[config.mk]
export PLATFORM = sky130hd
export DESIGN_NAME = atrp_sqrt_stage
export DESIGN_NICKNAME = d
export VERILOG_FILES = /design/src/rtl/accel_tilt_roll_pitch_core_assert.svh /design/src/rtl/atrp_pkg.sv /design/src/rtl/atrp_sqrt_stage.sv
export SDC_FILE = /design/constraint.sdc
export NUM_CORES = 1
export LEC_CHECK = 0
export ABC_CLOCK_PERIOD_IN_PS = 2400
export BUFFER_PORTS_ARGS = -buffer_cell sky130_fd_sc_hd__buf_2
export CORE_MARGIN = 2
export CORE_UTILIZATION = 25
export DETAILED_ROUTE_END_ITERATION = 8
export PLACE_DENSITY = 0.47
export SYNTH_ARGS = -nofsm -noshare
export SYNTH_HDL_FRONTEND = slang
export SYNTH_SLANG_ARGS = --single-unit
export TNS_END_PERCENT = 20
[constraint.sdc]
create_clock -name i_clk -period 2.4 [get_ports i_clk]
set_input_delay 0.48 -clock i_clk [delete_from_list [all_inputs] [get_ports i_clk]]
set_output_delay 0.48 -clock i_clk [all_outputs]
set_load 0.02 [all_outputs]
[src/rtl/accel_tilt_roll_pitch_core_assert.svh]
// Assertion macros used by the tilt core.
`ifndef ACCEL_TILT_ROLL_PITCH_CORE_ASSERT_SVH
`define ACCEL_TILT_ROLL_PITCH_CORE_ASSERT_SVH

// Checks a property at every rising clock edge outside reset.
`define ATRP_ASSERT(lbl, clk, rst_n, prop, msg) \
    lbl: assert property (@(posedge clk) disable iff (!rst_n) prop) else $error(msg);

// Checks that a condition never holds at a rising clock edge outside reset.
`define ATRP_ASSERT_NEVER(lbl, clk, rst_n, cond, msg) \
    lbl: assert property (@(posedge clk) disable iff (!rst_n) !(cond)) else $error(msg);

`endif

[src/rtl/atrp_pkg.sv]
package atrp_pkg;

    localparam int CORDIC_STAGES_DEF   = 16;
    localparam int ANGLE_FRAC_BITS_DEF = 13;
    localparam int ATAN_LEN            = 24;

    localparam int IN_W     = 16;
    localparam int AXW      = IN_W + 1;
    localparam int CW       = 32;
    localparam int AW       = 32;
    localparam int QW       = 34;
    localparam int GUARD_SH = 8;
    localparam int MAG_SH   = 4;

    localparam int SQ_SUM_W  = 32;
    localparam int SQ_IN_W   = SQ_SUM_W + 2 * MAG_SH;
    localparam int SQ_ROOT_W = SQ_IN_W / 2;
    localparam int SQ_REM_W  = SQ_ROOT_W + 2;

    localparam int ROLL_W  = 16;
    localparam int PITCH_W = 15;

    localparam logic signed [QW-1:0] PI_Q30      = 34'sd3373259426;
    localparam logic signed [QW-1:0] HALF_PI_Q30 = 34'sd1686629713;

    typedef struct packed {
        logic signed [AXW-1:0] roll_x;
        logic signed [AXW-1:0] roll_y;
        logic signed [AXW-1:0] neg_x;
        logic                  roll_zero;
        logic                  roll_neg;
        logic                  roll_ypos;
    } t_side;

    typedef struct packed {
        logic [SQ_IN_W-1:0]   src;
        logic [SQ_REM_W-1:0]  rem;
        logic [SQ_ROOT_W-1:0] root;
    } t_sqrt;

    typedef struct packed {
        logic signed [CW-1:0] x;
        logic signed [CW-1:0] y;
        logic signed [AW-1:0] z;
    } t_vec;

    typedef struct packed {
        logic roll_zero;
        logic roll_neg;
        logic roll_ypos;
        logic pitch_zero;
        logic pitch_ovr;
        logic pitch_pos;
    } t_flags;

    function automatic logic signed [AW-1:0] atan_q30(input int unsigned idx);
        logic signed [AW-1:0] v;
        case (idx)
            0:       v = 32'sd843314856;
            1:       v = 32'sd497837829;
            2:       v = 32'sd263043836;
            3:       v = 32'sd133525158;
            4:       v = 32'sd67021686;
            5:       v = 32'sd33543515;
            6:       v = 32'sd16775850;
            7:       v = 32'sd8388437;
            8:       v = 32'sd4194282;
            9:       v = 32'sd2097149;
            10:      v = 32'sd1048575;
            11:      v = 32'sd524287;
            12:      v = 32'sd262143;
            13:      v = 32'sd131071;
            14:      v = 32'sd65535;
            15:      v = 32'sd32767;
            16:      v = 32'sd16383;
            17:      v = 32'sd8191;
            18:      v = 32'sd4095;
            19:      v = 32'sd2047;
            20:      v = 32'sd1023;
            21:      v = 32'sd511;
            22:      v = 32'sd255;
            23:      v = 32'sd127;
            default: v = '0;
        endcase
        return v;
    endfunction

endpackage

[src/rtl/atrp_sqrt_stage.sv]
module atrp_sqrt_stage (
    input  logic            i_clk,
    input  logic            i_rst_n,
    input  logic            i_en,
    input  logic            i_vld,
    input  atrp_pkg::t_side i_side,
    input  atrp_pkg::t_sqrt i_sq,
    output logic            o_vld,
    output atrp_pkg::t_side o_side,
    output atrp_pkg::t_sqrt o_sq
);
    import atrp_pkg::*;

    logic                 r_vld;
    t_side                r_side;
    t_sqrt                r_sq;
    t_sqrt                n_sq;
    logic [SQ_REM_W-1:0]  rem_sh;
    logic [SQ_REM_W-1:0]  trial;
    logic                 take;

    // One result bit per stage: bring down two source bits, try root*4+1.
    always_comb begin
        rem_sh     = {i_sq.rem[SQ_REM_W-3:0], i_sq.src[SQ_IN_W-1 -: 2]};
        trial      = {i_sq.root, 2'b01};
        take       = (rem_sh >= trial);
        n_sq.src   = {i_sq.src[SQ_IN_W-3:0], 2'b00};
        n_sq.rem   = take ? (rem_sh - trial) : rem_sh;
        n_sq.root  = {i_sq.root[SQ_ROOT_W-2:0], take};
    end

    always_ff @(posedge i_clk) begin
        if (!i_rst_n) begin
            r_vld <= 1'b0;
        end else if (i_en) begin
            r_vld <= i_vld;
        end
    end

    always_ff @(posedge i_clk) begin
        if (i_en) begin
            r_side <= i_side;
            r_sq   <= n_sq;
        end
    end

    assign o_vld  = r_vld;
    assign o_side = r_side;
    assign o_sq   = r_sq;

endmodule

==> results.sh, run 1 <==
export IMPL_critPathArrivalTime_ps=2430
export IMPL_total_power_mw=6.73
export IMPL_grt_pass1_vias=4380
export IMPL_wirelength_mm=16.6
export IMPL_cp_slowest_cell="a211o_2"
export IMPL_vias=4288
export IMPL_ys_seq_elements=135
export IMPL_dpl_cell_area_sq_um=7730
export IMPL_yosysSeqAreaShare_pct=72.2
export IMPL_hp_start="i_side[26]"
export IMPL_timing_rr_start="o_vld"
export IMPL_cp_startpoint="i_sq[16]"
export IMPL_dp_cells=975
export IMPL_gp_congestion=0.888
export IMPL_crit_path_max_fanout=14
export IMPL_clock_sinks=135
export IMPL_crit_required_ps=2550
export IMPL_slowest_delay_ps=380
export IMPL_cts_tree="yes"
export IMPL_pin_count=277
export IMPL_yosysTopAreaCell="edfxtp_1"
export IMPL_status="finished, final reports clean"
export IMPL_syn_area_sq_um=5600
export IMPL_rows=54
export IMPL_synth_edf_count=134
export IMPL_clk_pin_slew_ps=60
export IMPL_syn_to_final_growth_pct=48.6
export IMPL_path_cells="buf_2 > inv_1 > ha_1 > o21ai_0 > o21ai_1 > o21bai_1 > a211o_2 > o22ai_4 > buf_4 > o21ai_0"
export IMPL_critical_path_class="primary input to flop"
export IMPL_drc=0
export IMPL_die_area_sq_um=23600
export IMPL_via_per_inst=4.26
export IMPL_final_area_sq_um=8320
export IMPL_synth_top_cells_by_count="edfxtp_1 (134), nand2_1 (32), inv_1 (31)"
export IMPL_cts_buffer_depth=2
export IMPL_leakagePower_nw=3.73
export IMPL_grt_max_degree=60
export IMPL_grt_overflow=0
export IMPL_skew_ps=0
export IMPL_nFillCells=2149
export IMPL_hp_class="primary input to flop"
export IMPL_fp_dieW_microns=154
export IMPL_start_util_pct=25.6
export IMPL_maxCapViolCount=0
export IMPL_drt_initial_drc_count=201
export IMPL_post_dp_hpwl_mm=13.2
export IMPL_core_area_sq_um=21900
export IMPL_setup_viol=0
export IMPL_irDropWorstVdd_mv=0.420
export IMPL_ys_flop_type="edfxtp_1"
export IMPL_synthTopCellsByArea="edfxtp_1 (72%), ha_1 (4.9%), nand2_1 (2.1%)"
export IMPL_p_per_area_nw_per_um2=809
export IMPL_grt_pass1_wl_mm=24.9
export IMPL_start_kind="primary input"
export IMPL_hold_buffers=0
export IMPL_cp_common_cell="o21ai_0"
export IMPL_drive_above_1_share_pct=52.2
export IMPL_yosys_warnings=0
export IMPL_yosysTopAreaCellShare_pct=71.8
export IMPL_avgRoutedWirePerCell_microns=16.5
export IMPL_hold_viol=0
export IMPL_postCtsSetupRepairBufs=0
export IMPL_ant_nets=0
export IMPL_critPathCaptureType="flop"
export IMPL_ys_types=52
export IMPL_die_h_microns=154
export IMPL_fmax_ghz=0.440
export IMPL_min_period_ps=2280
export IMPL_synth_cells=372
export IMPL_drv_slew=0
export IMPL_rsz0062_at_grt="no"
export IMPL_htree_levels=4
export IMPL_grtUsageTotal_pct=13.9
export IMPL_nNetsFinal=876
export IMPL_dr_pass1_iters=6
export IMPL_clock_latency_ps=420
export IMPL_cts_root_buf="clkbuf_16"
export IMPL_finalNonFillerCells=1007
export IMPL_cts_buffers_inserted=17
export IMPL_postSynthAreaPerCell_sq_um=15.1
export IMPL_portBuffers=272
export IMPL_antenna_found_initial=0
export IMPL_fin_setup_tns_ps=0
export IMPL_synth_most_common_cell="edfxtp_1"
export IMPL_period_share_pct=94.8
export IMPL_async_reset_ff_share_pct=0
-- layout by cell type (no fill, tap or decap), drive strengths merged, types with 4 or more instances in the layout --
cell	instances
a21o	5
inv	38
a21oi	19
nor2	11
nand2	32
clkbuf	17
nand3	8
o21ai	28
buf	334
edfxtp	134
nand4	6
xnor2	8
o21a	6
o21bai	4
xor2	11
ha	22
-- power by group --
group	switching [mW]	internal, mW	leakage, nW	total [mW]
combinational	0.734	0.494	2.13	1.23
sequential	0.0495	2.84	1.32	2.89
clock	1.06	1.55	0.280	2.62
-- per-stage QoR --
step	worst slack (ps)	util, %	hold slack [ps]
final	125	38.0	229
after global routing	1.73	38.0	212
after CTS	141	38.0	211
after detailed placement	-286	35.3	536
after global placement	-350	35.3	501
after floorplan	4.23	-	579
-- path summary, 6_finish.rpt --
| kind | end | slack (ps) | cells past startpoint |
|---|---|---|---|
| max | o_sq[22] | 120 | 10 |
| min | o_side[26] | 230 | 1 |
| max reg2reg | o_vld | 1780 | 2 |
| min reg2reg | o_vld | 550 | 2 |
-- cells by family (layout without fill, tap and decap cells) --
kind of cell / count (synthesis) / after routing / synth area share (%)
AO/OA/AOI/OAI: 82 / 82 / 9.90
buffers and inverters: 43 / 396 / 3.75
multiplexers: 1 / 1 / 0.179
flip-flops: 135 / 135 / 72.2
AND/OR/NAND/NOR: 69 / 69 / 6.01
adder cells (fa/ha/maj): 22 / 22 / 4.92
XOR/XNOR: 19 / 19 / 2.97
other: 1 / 3 / 0.0670
-- worst max-delay path: cells and delay by family --
kind	cells	cell delay (ps)
AO/OA/AOI/OAI	6	1200
adder cells (fa/ha/maj)	1	360
buffers and inverters	3	380
-- state kept, by name (all words and copies together), names as in the netlist --
name    count
o_sq       80
o_side     54
o_vld       1
-- area by class of cell --
class / count / area (sq um) / share of cell area, %
Antenna cell: 1 / 2.50 / 0.0301
Sequential cell: 135 / 4040 / 48.6
Clock inverter: 14 / 164 / 1.97
Timing Repair Buffer: 334 / 1870 / 22.5
Multi-Input combinational cell: 195 / 1350 / 16.2
Inverter: 31 / 116 / 1.40
Tap cell: 280 / 350 / 4.21
Clock buffer: 17 / 425 / 5.11
-- layer usage --
layer	part of all wire, %	track usage (%)	vias up
met1	40	15.6	2016
li1	-	-	2073
met3	7.0	3.83	16
met4	1.5	5.07	0
met5	0	0	-
met2	52	25.1	183
-- what timing repair did --
item,in CTS,in global routing
endpoints found under the setup margin,0,1
endpoints found under the hold margin,0,0
gates resized for setup,0,1
Note: power is estimated with default switching activity, not from simulation.
==> inputs of run 2 (changes only) <==
--- a/config.mk
+++ b/config.mk
@@ -10,7 +10,6 @@
 export CORE_MARGIN = 2
 export CORE_UTILIZATION = 25
 export DETAILED_ROUTE_END_ITERATION = 8
-export PLACE_DENSITY = 0.47
 export SYNTH_ARGS = -nofsm -noshare
 export SYNTH_HDL_FRONTEND = slang
 export SYNTH_SLANG_ARGS = --single-unit
==> results.sh, run 2 (same netlist as run 1, synthesis figures left out) <==
export IMPL_fin_util_pct=38.4
export IMPL_portBuffers=272
export IMPL_critical_path_class="primary input to flop"
export IMPL_hold_buffers=0
export IMPL_avgRoutedWirePerCell_microns=15.8
export IMPL_largest_register_ffs=80
export IMPL_drt_initial_drc_count=181
export IMPL_crit_required_ps=2670
export IMPL_nNetsFinal=886
export IMPL_hold_path_end="o_side[7]"
export IMPL_fmax_ghz=0.447
export IMPL_grtUsageTotal_pct=13.1
export IMPL_finalNonFillerCells=1017
export IMPL_final_common_cell="buf_2"
export IMPL_hp_class="primary input to flop"
export IMPL_grt_use_met1_pct=14.9
export IMPL_htree_levels=4
export IMPL_worstHoldPathCells=1
export IMPL_fin_setup_tns_ps=0
export IMPL_total_power_mw=6.77
export IMPL_maxCapViolCount=0
export IMPL_die_h_microns=154
export IMPL_gp_congestion=0.847
export IMPL_antenna_found_initial=0
export IMPL_vias=4275
export IMPL_drv_slew=0
export IMPL_min_period_ps=2240
export IMPL_dr_pass1_iters=4
export IMPL_setup_viol=0
export IMPL_start_kind="primary input"
export IMPL_cts_buffer_depth=2
export IMPL_pin_count=277
export IMPL_rows=54
export IMPL_reg2regPathDepth=2
export IMPL_clock_latency_ps=410
export IMPL_insertedDiodeCount=0
export IMPL_irDropWorstVdd_mv=0.384
export IMPL_nFillCells=2157
export IMPL_p_per_area_nw_per_um2=807
export IMPL_via_per_inst=4.20
export IMPL_die_area_sq_um=23600
export IMPL_slowest_delay_ps=450
export IMPL_postCtsSetupRepairBufs=0
export IMPL_core_area_sq_um=21900
export IMPL_gr_usage_met3_pct=4.06
export IMPL_fp_dieW_microns=154
export IMPL_timing_rr_start="o_vld"
export IMPL_cts_buffers_inserted=17
export IMPL_ant_nets=0
export IMPL_grt_max_degree=54
export IMPL_rrSetupSlack_ps=1810
export IMPL_worstReg2RegEnd="o_vld"
export IMPL_path_cells="buf_2 > inv_1 > ha_1 > nand4_2 > o41a_1 > o21bai_1 > a211o_2 > buf_4 > nor2_2 > or3b_1 > nand3_1"
export IMPL_period_share_pct=93.1
export IMPL_clk_pin_slew_ps=70
export IMPL_clock_sinks=135
export IMPL_crit_path_max_fanout=5
export IMPL_grt_pass1_wl_mm=23.6
export IMPL_hp_start="i_side[7]"
export IMPL_critPathArrivalTime_ps=2510
export IMPL_grt_pass1_vias=4283
export IMPL_status="finished, final reports clean"
export IMPL_drive_above_1_share_pct=52.8
export IMPL_cts_root_buf="clkbuf_16"
export IMPL_mostFrequentLayoutCells="buf_2 (271), edfxtp_1 (134), buf_4 (69)"
export IMPL_top_usage_layer="met2"
export IMPL_rsz0062_at_grt="no"
export IMPL_post_dp_hpwl_mm=12.6
export IMPL_syn_to_final_growth_pct=50.0
export IMPL_dp_cells=985
export IMPL_start_util_pct=25.6
export IMPL_cts_tree="yes"
export IMPL_use_met2_pct=23.4
export IMPL_cts_resized=0
export IMPL_leakagePower_nw=3.78
export IMPL_drc=0
export IMPL_skew_ps=0
export IMPL_grt_overflow=0
export IMPL_wirelength_mm=16.1
export IMPL_cp_slowest_cell="o41a_1"
export IMPL_hold_viol=0
export IMPL_critPathCaptureType="flop"
## run 2: changes by cell type in the layout (fill, tap and decap cells not counted), sizes merged
cell and change:
buf +10, clkbuf +1, diode -1
## run 2: worst max-delay path, delay by kind of cell
family                     cells  cell delay, ps
buffers and inverters          3             240
AOI/OAI and AO/OA              3             770
adders and majority gates      1             380
and+or+nand+nor                4             630
## run 2: worst max-delay path by stage
stage | start | end | slack, ps | depth (start not counted)
final | i_sq[4] | o_sq[41] | 160 | 11
after CTS | i_sq[15] | o_sq[22] | 170 | 10
after global placement | i_sq[5] | o_sq[36] | -270 | 10
after detailed placement | i_sq[15] | o_sq[22] | -270 | 10
after floorplan | i_sq[15] | o_sq[25] | 4 | 10
after global routing | i_sq[5] | o_sq[40] | 6 | 11
## run 2: power by group
part / internal [mW] / switching (mW) / leakage, nW / total, mW
Sequential: 2.84 / 0.0528 / 1.32 / 2.89
Clock: 1.56 / 1.08 / 0.281 / 2.64
Combinational: 0.508 / 0.730 / 2.18 / 1.24
## run 2: final cells by class
| class | instances | area (sq um) | share of cell area [%] |
|---|---|---|---|
| well taps | 280 | 350 | 4.17 |
| inverters | 31 | 116 | 1.39 |
| multi-input cells | 195 | 1350 | 16.1 |
| repair buffers | 344 | 1950 | 23.2 |
| clock inverters | 14 | 164 | 1.95 |
| flip-flops and latches | 135 | 4040 | 48.1 |
| clock buffers | 18 | 429 | 5.11 |
## run 2: layer usage
metal / wire length (microns) / share of wire [%]
met1: 6460 / 40
met2: 8160 / 51
met3: 1190 / 7.4
met4: 244 / 1.5
met5: 0 / 0
## run 2: per-stage QoR
step | instance area (sq um) | worst slack (ps) | hold slack (ps)
finish | 8400 | 165 | 236
global route | 8400 | 6.24 | 212
CTS | 8400 | 167 | 212
detailed placement | 7810 | -268 | 508
global placement | 7810 | -272 | 494
floorplan | 5600 | 4.23 | 579
